[src/rtl/core/csk_pkg.sv]
package csk_pkg;

  // Offsets whose magnitude exceeds this along either axis lie beyond the mask.
  localparam int MaxRadius = 64;

  localparam int OffW  = 8;
  localparam int AbsW  = 8;
  localparam int D2W   = 16;
  localparam int IhrW  = 18;
  localparam int NormW = 32;
  localparam int P1W   = D2W + IhrW;
  localparam int P2W   = P1W + IhrW;

  // Only squared distances below 4.0 in Q.32 reach the square root.
  localparam int RadW  = 34;

  // Square root: two radicand bits per iteration, three iterations per stage.
  localparam int SqPairs         = 18;
  localparam int SqStepsPerStage = 3;
  localparam int SqStages        = SqPairs / SqStepsPerStage;
  localparam int ArgW            = 2 * SqPairs;
  localparam int RootW           = SqPairs;
  localparam int RemW            = RootW + 4;

  localparam int QW    = 17;
  localparam int SqrW  = 2 * QW;
  localparam int CubeW = SqrW + QW;
  localparam int NumW  = 52;
  localparam int PolyW = 17;
  localparam int ProdW = NormW + PolyW;
  localparam int WgtW  = 32;

  localparam int CfgIdxW  = 1;
  localparam int CfgDataW = 32;
  localparam logic [CfgIdxW-1:0] CfgInvHalfRadius = 1'd0;
  localparam logic [CfgIdxW-1:0] CfgNormScale     = 1'd1;

  localparam logic [IhrW-1:0]  IhrReset  = 18'd65536;
  localparam logic [NormW-1:0] NormReset = 32'd65536;

  typedef enum logic [1:0] {
    RegionInner   = 2'd0,
    RegionOuter   = 2'd1,
    RegionOutside = 2'd2
  } csk_region_t;

  typedef struct packed {
    logic signed [OffW-1:0] offset_x;
    logic signed [OffW-1:0] offset_y;
  } csk_in_t;

  typedef struct packed {
    logic [WgtW-1:0] weight;
    logic [1:0]      region;
  } csk_out_t;

  // Squared scaled distance, with hit low when the offset is beyond the mask
  // or the distance is at least 2.0.
  typedef struct packed {
    logic            hit;
    logic [RadW-1:0] rad;
  } csk_rad_t;

  typedef struct packed {
    logic          hit;
    logic [QW-1:0] root;
  } csk_root_t;

  typedef struct packed {
    csk_region_t      region;
    logic [PolyW-1:0] poly;
  } csk_poly_t;

endpackage

[src/rtl/core/csk_sqrt.sv]
module csk_sqrt (
  input  logic               clk,
  input  logic               rst_n,
  input  logic               up_valid,
  input  csk_pkg::csk_rad_t  up_data,
  output logic               up_en,
  output logic               dn_valid,
  output csk_pkg::csk_root_t dn_data,
  input  logic               dn_en
);
  import csk_pkg::*;

  typedef struct packed {
    logic             hit;
    logic [ArgW-1:0]  arg;
    logic [RootW-1:0] root;
    logic [RemW-1:0]  rem;
  } sq_t;

  // Three iterations of the restoring digit recurrence, two radicand bits each.
  function automatic sq_t sq_step(sq_t s);
    sq_t             t;
    logic [RemW-1:0] trial;
    t = s;
    for (int j = 0; j < SqStepsPerStage; j++) begin
      t.rem = {t.rem[RemW-3:0], t.arg[ArgW-1 -: 2]};
      t.arg = {t.arg[ArgW-3:0], 2'b00};
      trial = RemW'({t.root, 2'b01});
      if (t.rem >= trial) begin
        t.rem  = t.rem - trial;
        t.root = {t.root[RootW-2:0], 1'b1};
      end else begin
        t.root = {t.root[RootW-2:0], 1'b0};
      end
    end
    return t;
  endfunction

  sq_t  st_r   [SqStages];
  sq_t  st_nxt [SqStages];
  logic vld_r  [SqStages];
  logic en     [SqStages+1];
  sq_t  init;

  always_comb begin
    init.hit  = up_data.hit;
    init.arg  = ArgW'(up_data.rad);
    init.root = '0;
    init.rem  = '0;
    st_nxt[0] = sq_step(init);
    for (int k = 1; k < SqStages; k++) begin
      st_nxt[k] = sq_step(st_r[k-1]);
    end
  end

  always_comb begin
    en[SqStages] = dn_en;
    for (int k = SqStages - 1; k >= 0; k--) begin
      en[k] = !vld_r[k] || en[k+1];
    end
  end

  always_ff @(posedge clk) begin
    if (!rst_n) begin
      for (int k = 0; k < SqStages; k++) vld_r[k] <= 1'b0;
    end else begin
      if (en[0]) vld_r[0] <= up_valid;
      for (int k = 1; k < SqStages; k++) begin
        if (en[k]) vld_r[k] <= vld_r[k-1];
      end
    end
  end

  always_ff @(posedge clk) begin
    if (en[0] && up_valid) st_r[0] <= st_nxt[0];
    for (int k = 1; k < SqStages; k++) begin
      if (en[k] && vld_r[k-1]) st_r[k] <= st_nxt[k];
    end
  end

  assign up_en        = en[0];
  assign dn_valid     = vld_r[SqStages-1];
  assign dn_data.hit  = st_r[SqStages-1].hit;
  assign dn_data.root = st_r[SqStages-1].root[QW-1:0];

endmodule

[config.mk]
export PLATFORM = sky130hd
export DESIGN_NAME = csk_sqrt
export DESIGN_NICKNAME = d
export VERILOG_FILES = /design/src/rtl/core/csk_pkg.sv /design/src/rtl/core/csk_sqrt.sv
export SDC_FILE = /design/constraint.sdc
export NUM_CORES = 1
export LEC_CHECK = 0
export BUFFER_PORTS_ARGS = -buffer_cell sky130_fd_sc_hd__buf_2
export CORE_AREA = 4 4 240 242
export DETAILED_ROUTE_END_ITERATION = 8
export DIE_AREA = 0 0 244 246
export PLACE_DENSITY = 0.54
export SLEW_MARGIN = 20
export SYNTH_ARGS = -nofsm -noshare
export SYNTH_HDL_FRONTEND = slang
export SYNTH_SLANG_ARGS = --single-unit
[constraint.sdc]
create_clock -name clk -period 9.32 [get_ports clk]
set_input_delay 2.796 -clock clk [delete_from_list [all_inputs] [get_ports clk]]
set_output_delay 2.796 -clock clk [all_outputs]
set_load 0.02 [all_outputs]
Yosys cells after proc, flatten, opt, wreduce, memory -nomap -nowiden
Memory sizes are Yosys's and may differ from the RTL's.
Cells that the tools add are included.
{"block": "op_classes", "n_addsub": 17, "n_lt_le_gt_ge": 17, "muxes": 71, "n_bitwise": 6, "n_reduce_logical": 18}
{"cell": "$ge A22 B20 Y1", "n": 15}
{"cell": "$mux W20", "n": 11}
{"cell": "$sub A20 B20 Y20", "n": 10}
{"cell": "$mux W22", "n": 6}
{"cell": "$sub A22 B20 Y22", "n": 5}
{"cell": "$mux W1", "n": 54}
{"cell": "$ge A22 B3 Y1", "n": 1}
{"cell": "$sub A22 B3 Y22", "n": 1}
{"cell": "$logic_and A1 B1 Y1", "n": 6}
{"cell": "$logic_not A1 Y1", "n": 6}
{"cell": "$logic_or A1 B1 Y1", "n": 6}
{"cell": "$or A1 B1 Y1", "n": 6}
{"cell": "$sub A2 B1 Y3 const B", "n": 1}
{"cell": "$ge A2 B1 Y1 const B", "n": 1}
{"block": "totals", "regBits": 0, "mem_bits_rw": 432, "inputBits": 39, "output_inout_bits": 20, "word_cells": 131, "mem_count": 2}
{"name": "st_r", "depth": 6, "width": 71, "read_ports": 6, "rd_ports_with_merged_regs": 0, "write_ports": 6, "line": "csk_sqrt.sv:39", "source": "sq_t st_r [SqStages];"}
{"name": "vld_r", "depth": 6, "width": 1, "read_ports": 6, "rd_ports_with_merged_regs": 0, "write_ports": 6, "line": "csk_sqrt.sv:41", "source": "logic vld_r [SqStages];"}

Longest topological paths before layout
An unclocked memory read counts as a cell.
{"block": "depth", "word_depth": 12, "depth_mapped": 38, "depth_no_buf": 34}

Least setup slack after synthesis
Ideal clock, no wire load.
{"block": "synth_timing", "kind": "register to register", "startpoint": "mem st_r[3][29] (netlist name)", "endpoint": "mem st_r[4][6] (netlist name), data pin", "setup_ns": 0.261, "arrival_time_ns": 7.309, "required_time_ns": 9.059, "slack_ns": 1.750, "path_stages_with_launch": 37, "path_buffers": 6, "period_less_slack_ns": 7.570, "path_cell_list": "edfxtp_1 > inv_1 > ha_1 > nand2_1 > or4b_1 > o31a_1 > a21boi_1 > nand3_1 > clkbuf_1 > buf_1 > a21oi_1 > ha_1 > nand3_1 > or4_1 > nor3_1 > nand2_1 > o311a_1 > o2111ai_1 > nand4bb_1 > buf_2 > buf_1 > nor2_1 > a21oi_1 > ha_1 > a21o_1 > a21o_1 > a21oi_1 > o21ai_0 > a21o_1 > a21oi_1 > o21ai_0 > a21bo_2 > nand2b_1 > clkbuf_1 > buf_2 > nor2_1 > a21oi_1"}
{"element": "from (decl)", "line": "csk_sqrt.sv:39"}

==> metrics <==
outcome=finished clean; Arrival @ worst endpoint=8680 ps; Total Routed Length=55600 um; met2 wire length=26200 um; Hold WC Path Type=reg2reg; Remaining Overflow, GRT=0; Nets=approximately 2400; Critical Path End Type=register; Synth async-reset ratio=0%; io pins=slightly below 60; cell with the most instances after synthesis=edfxtp_1; area share of the largest cell type after synthesis=a little under two fifths; Vias per Instance=5.46; leakage power=8.77 nW; Mapped Area=19900 sq um; Detail Route Antenna Nets=0; CP max-delay cell=or4b_1; top routing layer in use=met4; sequential area share after synthesis=between 30% and 40%; max cap viols=0; vias in the first global route=15800; clock sinks=between 200 and 250; wire per inst=~19 um; initial core utilization=36.1%; Min-Delay Endpoint=st_r[4][65]; Bufs on Longest Clock Path=3; R2R depth=33; synthesis-stage register bit count=about 250; initial antenna violation count=0; largest net degree at the start of global routing=51; std cell rows=86; f_max=approximately 120 MHz; critical-path maximum fanout=19; clock latency on the worst-skew pair=slightly below 600 ps; Cells after DPL=between 2000 and 3000; setup TNS=0 ps; Primary FF master, synth=edfxtp_1; P&R area growth vs syn=11.0%; CTS buffer count=31; Worst-path clk slew=60 ps; Detail Placement HPWL=between 40000 and 50000 um; DR vias=16200; Initial DRC Count=~1100; H-tree levels=1; overall routing resource usage=18.1%; Mapped Cells=between 2000 and 2500; pwr/cell area=~130 nW/um^2; worst r2r dst=st_r[4][19]; ANT cells=0; Die X=about 240 um; r2r setup slk=~970 ps; Yosys cell types=103; Pre-antenna DRT Iters=5; leading area contributor after synthesis=edfxtp_1; CTS tree=yes; Hold Crit Start=st_r[3][59]; Setup Viol. Count Final=0; Final Slew Violations=0; Slew HR=around 40%; Hold Vio Cnt, Final=0; first-pass GRT wire length=around 90000 um; ranking of synthesized cells by area=edfxtp_1 (37%), ha_1 (11%), xnor2_1 (5.2%); worst slew pin tran=approximately 900 ps; root buffer cell=clkbuf_16; clk_skew=17.7 ps; unrepaired setup endpoints after global routing=no; VDD IR max=around 0.00016 V; Req. time, crit path=just under 10000 ps; Final GP Congestion=approximately 0.9; R2R Path Start=st_r[3][29]; die footprint=roughly 60000 sq um; CP Class=reg2reg; crit share post-route=approximately nine tenths; Core Box Area=55100 sq um; I/O Buffers=58; Post-synth EDFFs=about 240; Hold Buf Count CTS=0; metal3 WL=roughly 2500 um; Yosys Warn Count=0; Metal-1 WL=25600 um; Hold Crit Depth=0; fraction of layout cells with a size suffix above 1=under 10%; minimum clock period=around 8400 ps; Die Height=roughly 250 um; largest stage delay on the critical path=just under 600 ps; post-synthesis area per instance=roughly 9.3 sq um; DRC errors left=0; Finished Layout Cells=between 2000 and 3000; type of origin of the critical path=register; most instantiated cells after synthesis=edfxtp_1 (244), nor2_1 (196), a21oi_1 (180)
## worst max path at each step
stage / slack [ps] / end / depth (start not counted) / start
global placement: 970 / st_r[4][11] / 33 / st_r[3][31]
detailed placement: 830 / st_r[4][11] / 33 / st_r[3][29]
CTS: 790 / st_r[4][11] / 33 / st_r[3][29]
global route: 260 / st_r[4][12] / 33 / st_r[3][22]
finish: 970 / st_r[4][19] / 33 / st_r[3][29]
floorplan: 1750 / st_r[4][6] / 36 / st_r[3][29]
## logic make-up (layout without fill, tap and decap cells)
kind of cell	Yosys count	count (layout)	share of synthesized area (%)
muxes	40	40	2.22
DFF	249	249	37.4
xor gates and xnor gates	181	181	7.98
AOI/OAI and AO/OA	580	580	19.3
other	1	2	0.0189
adders and majority gates	167	167	10.5
buffers and inverters	183	265	3.68
and+or+nand+nor	736	736	19.0
## layer usage
metal  vias up  GRT usage, %
met5         -             0
li1       8109             -
met1      7686          24.3
met4         0          4.17
met2       352          31.0
met3        72          2.36
## stage by stage
stage	hold WS, ps	cell area, sq um	power, mW	utilization, %	setup WS (ps)
4_1_cts	417	22000	3.02	40.0	794
3_5_place_dp	405	21000	1.82	38.2	825
5_1_grt	422	22100	3.11	40.0	256
3_3_place_gp	400	21000	1.81	38.2	972
6_report	416	22100	2.97	40.0	970
2_1_floorplan	400	19900	1.70	-	1750
## worst max-delay path: cells and delay by family (launching register included)
family                   cells  cell delay, ps
adder cells (fa/ha/maj)      3            1120
flip-flops                   1             340
multiplexers                 1             380
buffers and inverters        4             850
AO/OA/AOI/OAI               13            2580
AND/OR/NAND/NOR             11            2750
XOR/XNOR                     1              60
## layout make-up
| type | instances | area, sq um |
|---|---|---|
| fillers | 5497 | 33000 |
| multi-input cells | 1706 | 11800 |
| flip-flops and latches | 249 | 7430 |
| well taps | 748 | 936 |
| clock buffers | 34 | 787 |
| inverters | 134 | 504 |
| repair buffers | 74 | 410 |
| clock inverters | 23 | 209 |
## where the power goes
group | switching, mW | leakage (nW) | internal (mW)
registers | 0.0371 | 2.16 | 1.28
clock network | 0.481 | 0.484 | 0.692
logic | 0.289 | 6.13 | 0.187
total | 0.807 | 8.77 | 2.16
## registers in the layout, summed over array words and instances, names as in the netlist
| signal | flops |
|---|---|
| st_r | 243 |
| vld_r | 6 |
## placed cells by master, fill, tap and decap left out, types with 13 or more instances in the layout
cell type,count
xnor2_1,119
nand2b_1,32
nor2b_1,19
and3_1,13
inv_1,126
a21o_1,66
ha_1,167
o211ai_1,19
a21oi_1,180
nor4_1,25
nor2_1,196
nand4_1,31
mux2_2,20
mux2i_1,18
buf_2,58
xor2_1,62
o21ai_0,101
o31ai_1,20
or3_1,29
edfxtp_1,244
a211oi_1,18
a31oi_1,24
o21a_1,27
nand2_1,163
nor3_1,63
and2_1,20
buf_4,16
clkbuf_16,31
o21bai_1,16
nand3_1,54
## repair_timing
item,CTS,global route
buffers inserted,0,0
setup endpoints to repair,0,3
gates resized for setup,0,1
(Power assumes the default switching activity.)
