--- config.mk ---
export PLATFORM = sky130hd
export DESIGN_NAME = csk_poly
export DESIGN_NICKNAME = d
export VERILOG_FILES = /design/src/rtl/core/csk_pkg.sv /design/src/rtl/core/csk_poly.sv
export SDC_FILE = /design/constraint.sdc
export NUM_CORES = 2
export LEC_CHECK = 0
export BUFFER_PORTS_ARGS = -buffer_cell sky130_fd_sc_hd__buf_2
export CAP_MARGIN = 20
export CORE_MARGIN = 1
export CORE_UTILIZATION = 30
export DETAILED_ROUTE_END_ITERATION = 10
export MAX_ROUTING_LAYER = met4
export PLACE_DENSITY = 0.48
export RECOVER_POWER = 50
export SYNTH_ARGS = -nofsm -noshare
export SYNTH_HDL_FRONTEND = slang
export SYNTH_SLANG_ARGS = --single-unit
--- constraint.sdc ---
create_clock -name clk -period 10.4 [get_ports clk]
set_input_delay 0 -clock clk [delete_from_list [all_inputs] [get_ports clk]]
set_output_delay 0 -clock clk [all_outputs]
set_load 0.01 [all_outputs]
--- src/rtl/core/csk_pkg.sv ---
package csk_pkg;

  // Offsets whose magnitude exceeds this along either axis lie beyond the mask.
  localparam int MaxRadius = 64;

  localparam int OffW  = 8;
  localparam int AbsW  = 8;
  localparam int D2W   = 16;
  localparam int IhrW  = 18;
  localparam int NormW = 32;
  localparam int P1W   = D2W + IhrW;
  localparam int P2W   = P1W + IhrW;

  // Only squared distances below 4.0 in Q.32 reach the square root.
  localparam int RadW  = 34;

  // Square root: two radicand bits per iteration, three iterations per stage.
  localparam int SqPairs         = 18;
  localparam int SqStepsPerStage = 3;
  localparam int SqStages        = SqPairs / SqStepsPerStage;
  localparam int ArgW            = 2 * SqPairs;
  localparam int RootW           = SqPairs;
  localparam int RemW            = RootW + 4;

  localparam int QW    = 17;
  localparam int SqrW  = 2 * QW;
  localparam int CubeW = SqrW + QW;
  localparam int NumW  = 52;
  localparam int PolyW = 17;
  localparam int ProdW = NormW + PolyW;
  localparam int WgtW  = 32;

  localparam int CfgIdxW  = 1;
  localparam int CfgDataW = 32;
  localparam logic [CfgIdxW-1:0] CfgInvHalfRadius = 1'd0;
  localparam logic [CfgIdxW-1:0] CfgNormScale     = 1'd1;

  localparam logic [IhrW-1:0]  IhrReset  = 18'd65536;
  localparam logic [NormW-1:0] NormReset = 32'd65536;

  typedef enum logic [1:0] {
    RegionInner   = 2'd0,
    RegionOuter   = 2'd1,
    RegionOutside = 2'd2
  } csk_region_t;

  typedef struct packed {
    logic signed [OffW-1:0] offset_x;
    logic signed [OffW-1:0] offset_y;
  } csk_in_t;

  typedef struct packed {
    logic [WgtW-1:0] weight;
    logic [1:0]      region;
  } csk_out_t;

  // Squared scaled distance, with hit low when the offset is beyond the mask
  // or the distance is at least 2.0.
  typedef struct packed {
    logic            hit;
    logic [RadW-1:0] rad;
  } csk_rad_t;

  typedef struct packed {
    logic          hit;
    logic [QW-1:0] root;
  } csk_root_t;

  typedef struct packed {
    csk_region_t      region;
    logic [PolyW-1:0] poly;
  } csk_poly_t;

endpackage

--- src/rtl/core/csk_poly.sv ---
module csk_poly (
  input  logic               clk,
  input  logic               rst_n,
  input  logic               up_valid,
  input  csk_pkg::csk_root_t up_data,
  output logic               up_en,
  output logic               dn_valid,
  output csk_pkg::csk_poly_t dn_data,
  input  logic               dn_en
);
  import csk_pkg::*;

  localparam logic [QW-1:0]   TwoQ16   = QW'(131072);
  localparam logic [NumW-1:0] FourCube = NumW'(1) << 50;

  logic va_r, vb_r, vc_r, vd_r;
  logic en_a, en_b, en_c, en_d;

  csk_region_t       reg_a_r, reg_b_r, reg_c_r;
  logic [QW-1:0]     m_a_r, m_b_r;
  logic [SqrW-1:0]   sq_b_r, sq_c_r;
  logic [CubeW-1:0]  cu_c_r;
  csk_poly_t         res_r;

  csk_region_t       reg_a;
  logic [QW-1:0]     m_a;
  logic [NumW-1:0]   num;
  logic [PolyW-1:0]  poly;

  assign en_d  = !vd_r || dn_en;
  assign en_c  = !vc_r || en_d;
  assign en_b  = !vb_r || en_c;
  assign en_a  = !va_r || en_b;
  assign up_en = en_a;

  // Inner region evaluates in q, outer region in 2 - q, so one pair of
  // multipliers serves both.
  always_comb begin
    if (!up_data.hit) begin
      reg_a = RegionOutside;
      m_a   = '0;
    end else if (up_data.root[QW-1]) begin
      reg_a = RegionOuter;
      m_a   = TwoQ16 - up_data.root;
    end else begin
      reg_a = RegionInner;
      m_a   = up_data.root;
    end
    num = FourCube + NumW'(cu_c_r) * NumW'(3) - ((NumW'(sq_c_r) * NumW'(6)) << 16);
    if (reg_c_r == RegionInner) begin
      poly = num[50:34];
    end else if (reg_c_r == RegionOuter) begin
      poly = cu_c_r[50:34];
    end else begin
      poly = '0;
    end
  end

  always_ff @(posedge clk) begin
    if (!rst_n) begin
      va_r <= 1'b0;
      vb_r <= 1'b0;
      vc_r <= 1'b0;
      vd_r <= 1'b0;
    end else begin
      if (en_a) va_r <= up_valid;
      if (en_b) vb_r <= va_r;
      if (en_c) vc_r <= vb_r;
      if (en_d) vd_r <= vc_r;
    end
  end

  always_ff @(posedge clk) begin
    if (en_a && up_valid) begin
      reg_a_r <= reg_a;
      m_a_r   <= m_a;
    end
    if (en_b && va_r) begin
      reg_b_r <= reg_a_r;
      m_b_r   <= m_a_r;
      sq_b_r  <= SqrW'(m_a_r) * SqrW'(m_a_r);
    end
    if (en_c && vb_r) begin
      reg_c_r <= reg_b_r;
      sq_c_r  <= sq_b_r;
      cu_c_r  <= CubeW'(sq_b_r) * CubeW'(m_b_r);
    end
    if (en_d && vc_r) begin
      res_r.region <= reg_c_r;
      res_r.poly   <= poly;
    end
  end

  assign dn_valid = vd_r;
  assign dn_data  = res_r;

endmodule
* After elaboration in Yosys (flattened, before gate mapping)
Cells that the tools add are included.
Storage, ports and cells: output and inout bits 21, flip-flop bits (word level) 182, word-level logic and storage cells 41, bits of input ports 22
Operators by class: multiply operators 4, add/sub/neg operators 3, reduce and logical (&&, ||, !) cells 14, mux-type cells 4, equal/unequal tests 1
Operators with widths (count):
- $add A51 B51 Y51 const A | 1
- $mul A34 B17 Y51 | 1
- $mul A51 B2 Y51 const B | 1
- $sub A51 B51 Y51 | 1
- $mul A17 B17 Y34 | 1
- $mul A34 B2 Y34 const B | 1
- $mux W17 | 2
- $sub A1 B17 Y17 const A | 1
- $mux W16 | 1
- $logic_and A1 B1 Y1 | 4
- $logic_not A1 Y1 | 4
- $logic_or A1 B1 Y1 | 4
- $eq A2 B1 Y1 const B | 1
- $logic_not A2 Y1 | 1
- $reduce_and A2 Y1 | 1
- $mux W1 | 1

* Depth between registers and ports, before layout
word-level depth 6, gate-level depth with buffers 27, mapped depth without buffers 25

* Worst setup path before layout
Ideal clock, no wire load.
path kind reg-to-reg, start point register sq_b_r[7], end point register cu_c_r[50], data pin, required time 10.135 ns, library setup time 0.265 ns, data arrival time 6.096 ns, cell stages (with the launch flop) 25, period minus slack after synthesis 6.362 ns, path buffers 1, path slack 4.038 ns, cells stage by stage edfxtp_1 -> clkbuf_1 -> nand2_1 -> fa_1 -> inv_1 -> fa_1 -> inv_1 -> fa_1 -> inv_1 -> fa_1 -> fa_1 -> inv_1 -> fa_1 -> inv_1 -> ha_1 -> a21o_1 -> a21o_1 -> a21oi_2 -> a21bo_1 -> a31oi_4 -> a31oi_4 -> o21ba_4 -> a211oi_4 -> o2111a_1 -> or3_1
Between the ends: word-level cells in the longest chain between the ends 1
RTL lines:
- from (decl) | line csk_poly.sv:21 | logic [SqrW-1:0] sq_b_r, sq_c_r;
- from (signal assigned) | line csk_poly.sv:81 | sq_b_r <= SqrW'(m_a_r) * SqrW'(m_a_r);
- $mul A34 B17 Y51 | line csk_poly.sv:86 | cu_c_r <= CubeW'(sq_b_r) * CubeW'(m_b_r);
- to (signal assigned) | line csk_poly.sv:86
- to (decl) | line csk_poly.sv:22 | logic [CubeW-1:0] cu_c_r;
Every way passes these cells. A chain may end at the register's enable or synchronous reset.

* Worst setup path in the final report
start point register m_b_r[0], end point register cu_c_r[47], data pin
Between the ends: word-level cells in the longest chain between the ends 1
RTL lines:
- from (decl) | line csk_poly.sv:20 | logic [QW-1:0] m_a_r, m_b_r;
- from (signal assigned) | line csk_poly.sv:80 | m_b_r <= m_a_r;
- $mul A34 B17 Y51 | line csk_poly.sv:86
Every way passes these cells.

==> impl_metrics.yaml <==
run_status:
  outcome: "complete, but fails checks"
  violations: "max-capacitance violations, max-slew violations"
worst_hold_path:
  hold_path_class: "primary input to flip-flop"
  holdPathStages: 4
  min_from: "dn_en"
  min_to: "vc_r"
routing:
  vias: 25501
  routed_via_density: 4.53
  drt_drc_violations_left: 0
  ant_nets: 0
  maxUsedRoutingLayer: "met4"
  wl_met3_um: 4560
  initialDrtViolationCount: 1365
  wl_met1_um: 47400
  wirelength_um: 93700
  wire_per_inst_um: 16.6
  drt_pass1_iterations: 5
  dr_wl_met2_um: 40100
clock_tree:
  clock-sinks: 178
  cts_tree: "built"
  numCtsBuffers: 17
  cts_setup_buffers: 0
  clk_pin_slew_ns: 0.08
  cts_resized: 0
  insertion_delay_ns: 0.52
  cts-root-to-sink-buffers: 2
  cts_max_level: 4
  root_buffer: "clkbuf_16"
  ctsHoldBuffers: 28
setup_path:
  critPathCaptureType: "flip-flop"
  reg2reg_slack_ns: 2.12
  startpoint_type: "flip-flop"
  worstSetupPathType: "flip-flop to flip-flop"
  r2r-start: "m_b_r[0]"
  arrival_ns: 8.54
  cp.required_ns: 10.66
  crit_fanout: 49
  r2r_cells: 23
  rr_endpoint: "cu_c_r[47]"
finish:
  area_growth_pct: 7.90
  filler_cell_count: 12906
  multi_input_area_sq_um: 28100
  layout.nets: 5075
  seqCellArea_sq_um: 5310
  drive_gt1_share_pct: 2.43
timing:
  fmax_mhz: 121
  grt_setup_unrepaired: "false"
  fin_worst_skew_ns: 0.0192
  holdWs_ns: 0.162
  worst_slew_pin_slew_ns: 3.06
  layout_min_cycle_time_ns: 8.28
  finalHoldViolCount: 0
  setup_violations: 0
  post-route-period-util_pct: 79.6
  fin_setup_tns_ns: 0
  slew_headroom_pct: -104
  slew_viol_final: 140
synthesis:
  synth_most_common_cell: "inv_1"
  yosysSeqAreaShare_pct: 14.2
  ys.warnings.count: 0
  synthTopCellsByArea: "fa_1 37%, edfxtp_1 14%, ha_1 13%, inv_1 9.4%, nand2_1 5.1%"
  synth_top_area_share_pct: 37.4
  synthArstFlopShare_pct: 0
  syn_inst: 3965
  synth_common_cells: "938 x inv_1, 697 x fa_1, 511 x nand2_1"
  synth_top_area_cell: "fa_1"
  ys_seq_elements: 178
  synth_edf_count: 174
  synth.avg_cell_area_sq_um: 9.41
  synthesis.area_sq_um: 37300
  synthFlopType: "edfxtp_1"
  synth_cell_types: 80
floorplanning:
  io_pins: 43
  fp.dieH_um: 355
  fp.dieW_um: 355
  start_util_pct: 30.2
  die_area_sq_um: 126000
  design.core.area_sq_um: 123000
  rows: 129
global_routing:
  antenna_found_initial: 4
  grt_pass1_wl_um: 153000
  grt-ovfl-total: 0
  grt_pass1_vias: 27547
  track_usage_pct: 16.0
  grt_max_degree: 70
flow_run:
  cap_violations: 4
place:
  io_buffers: 42
  gp_congestion: 0.852
  hpwl_um: 73500
worst max-delay path, stage by stage (launching register included):
cell and delay [ns]:
edfxtp_1 0.33, clkbuf_1 1.98, and2_1 0.32, ha_1 0.24, inv_1 0.09, fa_1 0.41, inv_1 0.08, fa_1 0.44
fa_1 0.40, fa_1 0.53, inv_1 0.05, fa_1 0.47, inv_1 0.04, ha_1 0.35, o21a_1 0.21, o21a_1 0.16
o21a_1 0.17, o2111a_1 0.24, a21oi_2 0.41, o21ai_0 0.22, a31o_2 0.29, a21oi_1 0.24, o21ai_1 0.12, xor2_1 0.15
final cells by class:
cell class,count,area share [%]
Multi-Input combinational cell,2739,69.8
Clock inverter,15,0.535
Antenna cell,3,0.0187
Timing Repair Buffer,102,1.59
Clock buffer,17,1.06
Sequential cell,178,13.2
Inverter,940,8.77
Tap cell,1637,5.09
layout by cell type (no fill, tap or decap), types with 28 or more instances in the layout:
cell type      synthesis  routed
inv_1                938     938
nand3_1               30      30
nand2_1              511     511
xor2_1                53      53
nor2b_1               29      28
fa_1                 697     697
a21oi_1              143     143
and2_1               286     284
edfxtp_1             174     174
a21o_1                69      69
clkbuf_1             113      41
o21ai_0               63      63
dlygate4sd3_1          0      28
nor2_1               100     100
xnor2_1               84      84
ha_1                 378     378
state kept, by name, summed over array words and instances (netlist names):
signal	count
dn_valid	1
reg_a_r	2
dn_data	19
m_b_r	17
reg_c_r	2
reg_b_r	2
sq_b_r	32
va_r	1
m_a_r	17
cu_c_r	51
sq_c_r	32
vb_r	1
vc_r	1
worst max-delay path by stage:
| stage | endpoint | slack (ns) | start | cells after the start |
|---|---|---|---|---|
| floorplan | cu_c_r[50] | 4.04 | sq_b_r[7] | 24 |
| global placement | cu_c_r[47] | 3.22 | sq_b_r[6] | 21 |
| detailed placement | cu_c_r[47] | 3.19 | sq_b_r[6] | 21 |
| CTS | cu_c_r[47] | 3.18 | sq_b_r[6] | 21 |
| global route | cu_c_r[47] | 1.80 | m_b_r[0] | 23 |
| finish | cu_c_r[47] | 2.12 | m_b_r[0] | 23 |
per-layer routing:
metal	up-vias	track usage [%]
met5	-	-
met4	0	3.66
met3	77	2.33
met2	457	23.8
met1	12766	22.8
li1	12201	-
metrics by stage:
step	instances	area (sq um)	util [%]	worst slack, ns
after floorplan	3973	37300	-	4.04
after global placement	5568	39400	31.9	3.22
after detailed placement	5568	39400	31.9	3.19
after CTS	5628	40300	32.7	3.18
after global routing	5630	40200	32.6	1.80
final	5631	40200	32.6	2.12
logic make-up (layout without fill, tap and decap cells):
logic type      count (synthesis)  count (layout)  share of synthesized area (%)
other cells                     2              13                         0.0201
xor+xnor                      137             137                           3.22
flops                         178             178                           14.2
fa+ha+maj                    1075            1075                           50.1
simple gates                 1072            1072                           13.8
compound gates                442             442                           7.92
buf+inv                      1056            1074                           10.6
mux                             3               3                         0.0839
Power is left out: the tool's default activity adds up to more than one toggle a clock period on the data nets, which glitch-free logic cannot reach.
