===== config.mk =====
export PLATFORM = sky130hd
export DESIGN_NAME = csk_dist
export DESIGN_NICKNAME = d
export VERILOG_FILES = /design/src/rtl/core/csk_pkg.sv /design/src/rtl/core/csk_dist.sv
export SDC_FILE = /design/constraint.sdc
export NUM_CORES = 2
export LEC_CHECK = 0
export BUFFER_PORTS_ARGS = -buffer_cell sky130_fd_sc_hd__buf_2
export CORE_MARGIN = 2
export CORE_UTILIZATION = 25
export DETAILED_ROUTE_END_ITERATION = 6
export GPL_TIMING_DRIVEN = 0
export MAX_ROUTING_LAYER = met4
export PLACE_DENSITY = 0.42
export SLEW_MARGIN = 20
export SYNTH_ARGS = -nofsm -noshare
export SYNTH_HDL_FRONTEND = slang
export SYNTH_SLANG_ARGS = --single-unit
export TNS_END_PERCENT = 30

===== constraint.sdc =====
create_clock -name clk -period 13 [get_ports clk]
set_input_delay 1.95 -clock clk [delete_from_list [all_inputs] [get_ports clk]]
set_output_delay 1.95 -clock clk [all_outputs]
set_load 0.1 [all_outputs]

===== src/rtl/core/csk_pkg.sv =====
package csk_pkg;

  // Offsets whose magnitude exceeds this along either axis lie beyond the mask.
  localparam int MaxRadius = 64;

  localparam int OffW  = 8;
  localparam int AbsW  = 8;
  localparam int D2W   = 16;
  localparam int IhrW  = 18;
  localparam int NormW = 32;
  localparam int P1W   = D2W + IhrW;
  localparam int P2W   = P1W + IhrW;

  // Only squared distances below 4.0 in Q.32 reach the square root.
  localparam int RadW  = 34;

  // Square root: two radicand bits per iteration, three iterations per stage.
  localparam int SqPairs         = 18;
  localparam int SqStepsPerStage = 3;
  localparam int SqStages        = SqPairs / SqStepsPerStage;
  localparam int ArgW            = 2 * SqPairs;
  localparam int RootW           = SqPairs;
  localparam int RemW            = RootW + 4;

  localparam int QW    = 17;
  localparam int SqrW  = 2 * QW;
  localparam int CubeW = SqrW + QW;
  localparam int NumW  = 52;
  localparam int PolyW = 17;
  localparam int ProdW = NormW + PolyW;
  localparam int WgtW  = 32;

  localparam int CfgIdxW  = 1;
  localparam int CfgDataW = 32;
  localparam logic [CfgIdxW-1:0] CfgInvHalfRadius = 1'd0;
  localparam logic [CfgIdxW-1:0] CfgNormScale     = 1'd1;

  localparam logic [IhrW-1:0]  IhrReset  = 18'd65536;
  localparam logic [NormW-1:0] NormReset = 32'd65536;

  typedef enum logic [1:0] {
    RegionInner   = 2'd0,
    RegionOuter   = 2'd1,
    RegionOutside = 2'd2
  } csk_region_t;

  typedef struct packed {
    logic signed [OffW-1:0] offset_x;
    logic signed [OffW-1:0] offset_y;
  } csk_in_t;

  typedef struct packed {
    logic [WgtW-1:0] weight;
    logic [1:0]      region;
  } csk_out_t;

  // Squared scaled distance, with hit low when the offset is beyond the mask
  // or the distance is at least 2.0.
  typedef struct packed {
    logic            hit;
    logic [RadW-1:0] rad;
  } csk_rad_t;

  typedef struct packed {
    logic          hit;
    logic [QW-1:0] root;
  } csk_root_t;

  typedef struct packed {
    csk_region_t      region;
    logic [PolyW-1:0] poly;
  } csk_poly_t;

endpackage


===== src/rtl/core/csk_dist.sv =====
module csk_dist (
  input  logic                          clk,
  input  logic                          rst_n,
  input  logic [csk_pkg::IhrW-1:0]      ihr,
  input  logic                          up_valid,
  input  csk_pkg::csk_in_t              up_data,
  output logic                          up_en,
  output logic                          dn_valid,
  output csk_pkg::csk_rad_t             dn_data,
  input  logic                          dn_en
);
  import csk_pkg::*;

  logic [AbsW-1:0] ax, ay;
  logic [D2W-1:0]  d2_sum;
  logic            inr;
  logic [P1W-1:0]  p1;
  logic [P2W-1:0]  p2;

  logic            va_r, vb_r, vc_r;
  logic [D2W-1:0]  d2_r;
  logic            inra_r, inrb_r;
  logic [P1W-1:0]  p1_r;
  csk_rad_t        rad_r;
  logic            en_a, en_b, en_c;

  assign en_c  = !vc_r || dn_en;
  assign en_b  = !vb_r || en_c;
  assign en_a  = !va_r || en_b;
  assign up_en = en_a;

  always_comb begin
    ax     = up_data.offset_x[OffW-1] ? AbsW'(~up_data.offset_x + 8'sd1)
                                      : AbsW'(up_data.offset_x);
    ay     = up_data.offset_y[OffW-1] ? AbsW'(~up_data.offset_y + 8'sd1)
                                      : AbsW'(up_data.offset_y);
    inr    = (32'(ax) <= MaxRadius) && (32'(ay) <= MaxRadius);
    d2_sum = D2W'(ax) * D2W'(ax) + D2W'(ay) * D2W'(ay);
    p1     = P1W'(d2_r) * P1W'(ihr);
    p2     = P2W'(p1_r) * P2W'(ihr);
  end

  always_ff @(posedge clk) begin
    if (!rst_n) begin
      va_r <= 1'b0;
      vb_r <= 1'b0;
      vc_r <= 1'b0;
    end else begin
      if (en_a) va_r <= up_valid;
      if (en_b) vb_r <= va_r;
      if (en_c) vc_r <= vb_r;
    end
  end

  always_ff @(posedge clk) begin
    if (en_a && up_valid) begin
      d2_r   <= d2_sum;
      inra_r <= inr;
    end
    if (en_b && va_r) begin
      p1_r   <= p1;
      inrb_r <= inra_r;
    end
    if (en_c && vb_r) begin
      rad_r.hit <= inrb_r && (p2[P2W-1:RadW] == '0);
      rad_r.rad <= p2[RadW-1:0];
    end
  end

  assign dn_valid = vc_r;
  assign dn_data  = rad_r;

endmodule


# Yosys cells after proc, flatten, opt, wreduce, memory -nomap -nowiden
# Index checks and enable logic that the tools add are counted.
[totals] reg_bits=90 inputBits=38 output_inout_bits=37 elab_cells=34
[classes] addsub=3 n_mul=4 n_lt_le_gt_ge=2 n_mux=2 bitwise_logic=2 n_reduce_logical=12
[op_table] op="34-bit by 18-bit multiplier with 52-bit output" count=1
[op_table] op="16-bit by 18-bit multiplier with 34-bit output" count=1
[op_table] op="8-bit by 8-bit multiplier with 16-bit output" count=2
[op_table] op="18-bit zero test" count=1
[op_table] op="16-bit adder" count=1
[op_table] op="8-bit by 2-bit adder with 8-bit output (second input constant)" count=2
[op_table] op="8-bit by 7-bit less-or-equal comparator with 1-bit output (second input constant)" count=2
[op_table] op="8-bit two-way mux" count=2
[op_table] op="8-bit NOT" count=2
[op_table] op="1-bit logical AND" count=5
[op_table] op="1-bit zero test" count=3
[op_table] op="1-bit logical OR" count=3

# Depth between registers and ports, before layout
[depth] depth_word=5 mapped_depth=30 depth_no_buf=30

# Worst setup path after synthesis
# Ideal clock, no wire load.
[synth_path] path_kind="input to register" from="input ihr[9] in the netlist's numbering" to="register rad_r, in the netlist dn_data[34], data pin" setup_time_ns=0.170 arrival_time_ns=8.331 required_time_ns=12.830 path_slack_ns=4.499 cell_stages=26 path_buffers=2 cell_sequence="clkbuf_1 -> nand2_1 -> fa_1 -> inv_1 -> fa_1 -> inv_1 -> fa_1 -> inv_1 -> fa_1 -> fa_1 -> inv_1 -> fa_1 -> inv_1 -> ha_1 -> clkbuf_1 -> and3_1 -> nand2_1 -> o221ai_1 -> nor2_2 -> o211ai_1 -> xor2_1 -> o21ai_2 -> o2111ai_1 -> or4_1 -> or4_1 -> nor4_2"
[synth_via] elab_chain_len=3
[synth_rtl] item="from (decl)" line_no="csk_dist.sv:4" text="input logic [csk_pkg::IhrW-1:0] ihr,"
[synth_rtl] item="34-bit by 18-bit multiplier with 52-bit output" line_no="csk_dist.sv:40" text="p2 = P2W'(p1_r) * P2W'(ihr);"
[synth_rtl] item="18-bit zero test" line_no="csk_dist.sv:65" text="rad_r.hit <= inrb_r && (p2[P2W-1:RadW] == '0);"
[synth_rtl] item="1-bit logical AND" line_no="csk_dist.sv:65"
[synth_rtl] item="to (decl)" line_no="csk_dist.sv:24" text="csk_rad_t rad_r;"
# No other way between the ends.
# A chain may end at the register's enable or synchronous reset.

# Final worst setup path
[layout_path] from="input ihr[4] in the netlist's numbering" to="register rad_r, in the netlist dn_data[34], data pin"
# Same word-level chain as after synthesis.

==> flow_metrics.py <==
metrics = {
    "status": {
        "status": "finished, final reports clean",
    },
    "setup_path": {
        "r2r_start": "p1_r[18]",
        "max_stage_delay_ns": 0.92,
        "crit_fanout": 10,
        "timing.critical_path.from_type": "primary input",
        "path_class": "in2reg",
        "crit_required_ns": 13.29,
        "arrival_ns": 10.38,
        "crit_top_cell": "fa_1",
        "cp_slowest_cell": "nor3_1",
        "worstSetupStartpoint": "ihr[4]",
        "r2r_cells": 24,
        "path_cells": "clkbuf_1, nand2_1, fa_1, fa_1, fa_1, inv_1, fa_1, fa_1, inv_1, fa_1, inv_1, ha_1, clkbuf_1, nand4_1, nor3_1, o21ai_2, a21oi_2, o2111ai_1, mux2_1, o2111ai_1, or4_1, or4_1, nor4_2",
        "cp-end-kind": "flip-flop",
        "rrSetupSlack_ns": 3.52,
        "timing.rr.end": "dn_data[34]",
    },
    "clock_tree": {
        "tritoncts": "done",
        "postCtsSetupRepairBufs": 0,
        "ctsHoldBuffers": 0,
        "clockBufferDepth": 2,
        "cts.sinks": 90,
        "cts.clk_slew.worst_paths_ns": 0.09,
        "insertion_delay_ns": 0.47,
        "cts_max_level": 3,
        "numCtsBuffers": 9,
        "root_buffer": "clkbuf_16",
        "post_cts_resized": 0,
    },
    "yosys": {
        "async_flop_share": 0,
        "synthCells": 3742,
        "yosys.area.top_type": "fa_1",
        "ys_warn_count": 0,
        "synth_top_area_frac": 0.470,
        "ys_types": 63,
        "synth_ff_type": "edfxtp_1",
        "netlist_area_mm2": 0.0345,
        "syn_area_per_cell_um2": 9.22,
        "synth-seq-cells": 90,
        "yosys-top-cells-area": "fa_1 (47%), ha_1 (10%), inv_1 (9.2%)",
        "synth_edf_count": 87,
        "ys_seq_area_frac": 0.0775,
    },
    "floorplanning": {
        "die-area_mm2": 0.141,
        "rows": 136,
        "start_util": 0.251,
        "die_y_um": 375,
        "die_width_um": 375,
        "num_io_pins": 75,
        "core-area_mm2": 0.137,
    },
    "global_route": {
        "first_global_vias": 26024,
        "globalRouteOverflowTotal": 0,
        "antenna_found_initial": 10,
        "grt_max_degree": 23,
        "grt.total_usage": 0.168,
        "grt_pass1_wl_mm": 170,
    },
    "flow_run": {
        "timing.max_cap.violations": 0,
    },
    "route": {
        "wl_mm": 112,
        "antenna_left": 0,
        "viasPerCell": 4.38,
        "drc": 0,
        "wl_met1_mm": 51.4,
        "wl_per_cell_um": 19.9,
        "dr_wl_met3_mm": 4.73,
        "wl_met2_mm": 54.3,
        "maxUsedRoutingLayer": "met4",
        "first_pass_iters": 7,
        "dr.first_iter.drc_count": 1371,
        "vias": 24643,
    },
    "sta": {
        "hold_violations": 0,
        "clock.fmax_ghz": 0.0991,
        "clock_skew_ns": 0.0391,
        "rsz0062_at_grt": "no",
        "fin_hold_ws_ns": 0.456,
        "fin_crit_ns": 10.09,
        "slew_headroom": 0.217,
        "setup_violations": 0,
        "slew_violations": 0,
        "fin_crit_sh": 0.776,
        "worst_slew_pin_slew_ns": 1.17,
        "fin_setup_tns_ns": 0,
    },
    "layout": {
        "drive_above_1_share": 0.0246,
        "layout_common_cells": "inv_1 (848), fa_1 (809), nand2_1 (591), and2_1 (397), ha_1 (286)",
        "layout-area-overhead-vs-synth_pct": 8.68,
        "nFillCells": 14818,
        "fin_nets": 4955,
        "utilization": 0.273,
        "final_common_cell": "inv_1",
        "fin_area_mm2": 0.0375,
    },
    "min_path": {
        "hold_class": "reg2reg",
        "hold_start": "inra_r",
        "holdPathStages": 0,
        "holdPathEnd": "inrb_r",
    },
    "place": {
        "placed_area_mm2": 0.0372,
        "hpwl_mm": 95.2,
        "io_buffers": 55,
        "globalplace.congestion": 0.898,
    },
}
## worst max path at each step
stage	to	slack, ns	cells past startpoint
global route	dn_data[34]	2.60	23
finish	dn_data[34]	2.91	23
floorplan	dn_data[34]	4.50	26
CTS	dn_data[34]	2.86	23
detailed placement	dn_data[34]	2.36	23
global placement	dn_data[34]	2.42	21
## flip-flops by register name, indices dropped and copies added, names as in the netlist
register / flops
dn_data: 35
d2_r: 16
va_r: 1
inrb_r: 1
vb_r: 1
inra_r: 1
dn_valid: 1
p1_r: 34
## critical path: cells and delay by family
kind / cells / cell delay [ns]
mux: 1 / 0.25
buf+inv: 5 / 1.15
fa+ha+maj: 7 / 3.33
compound gates: 4 / 1.00
simple gates: 6 / 2.65
## cell usage after synthesis, drive strengths merged, types with 6 or more instances
| cell | n |
|---|---|
| a211oi | 7 |
| nand2 | 591 |
| fa | 809 |
| o21ai | 45 |
| a31oi | 7 |
| edfxtp | 87 |
| nor2b | 13 |
| nand3 | 8 |
| or3 | 6 |
| nand4 | 11 |
| o21a | 12 |
| nor2 | 79 |
| xor2 | 33 |
| a21oi | 101 |
| o21bai | 11 |
| and2 | 397 |
| a21o | 29 |
| nand2b | 20 |
| xnor2 | 68 |
| ha | 286 |
| inv | 848 |
| clkbuf | 171 |
| nor3 | 18 |
| o2111ai | 6 |
| and3 | 8 |
| o211ai | 7 |
| a21boi | 6 |
## cell type report
| cell class | count | area (um2) | area share |
|---|---|---|---|
| Timing Repair Buffer | 59 | 370 | 0.00988 |
| Multi-Input combinational cell | 2639 | 28100 | 0.748 |
| Inverter | 849 | 3190 | 0.0850 |
| Tap cell | 1794 | 2240 | 0.0599 |
| Antenna cell | 4 | 10.0 | 0.000267 |
| Clock buffer | 9 | 225 | 0.00601 |
| Buffer | 174 | 654 | 0.0175 |
| Sequential cell | 90 | 2670 | 0.0713 |
| Clock inverter | 7 | 68.8 | 0.00184 |
## cells by family (layout without fill, tap and decap cells)
logic type               count (synthesis)  in the layout  share of synthesized area
AO/OA/AOI/OAI                          256            256                     0.0469
other                                    2             16                   0.000218
XOR/XNOR                               101            101                     0.0256
multiplexers                             5              5                    0.00152
flip-flops                              90             90                     0.0775
AND/OR/NAND/NOR                       1170           1170                      0.164
buffers and inverters                 1023           1098                      0.111
adder cells (fa/ha/maj)               1095           1095                      0.573
## routing by layer
metal,vias up,track usage
met5,-,-
met2,498,0.275
li1,11214,-
met4,0,0.0310
met1,12872,0.226
met3,59,0.0194
## through the flow
step           instances  worst slack [ns]
5_1_grt             5621              2.60
2_1_floorplan       3752              4.50
6_report            5625              2.91
3_5_place_dp        5605              2.36
3_3_place_gp        5601              2.42
4_1_cts             5621              2.86
Power is left out: the tool's default activity adds up to more than one toggle a clock period on the data nets, which glitch-free logic cannot reach.
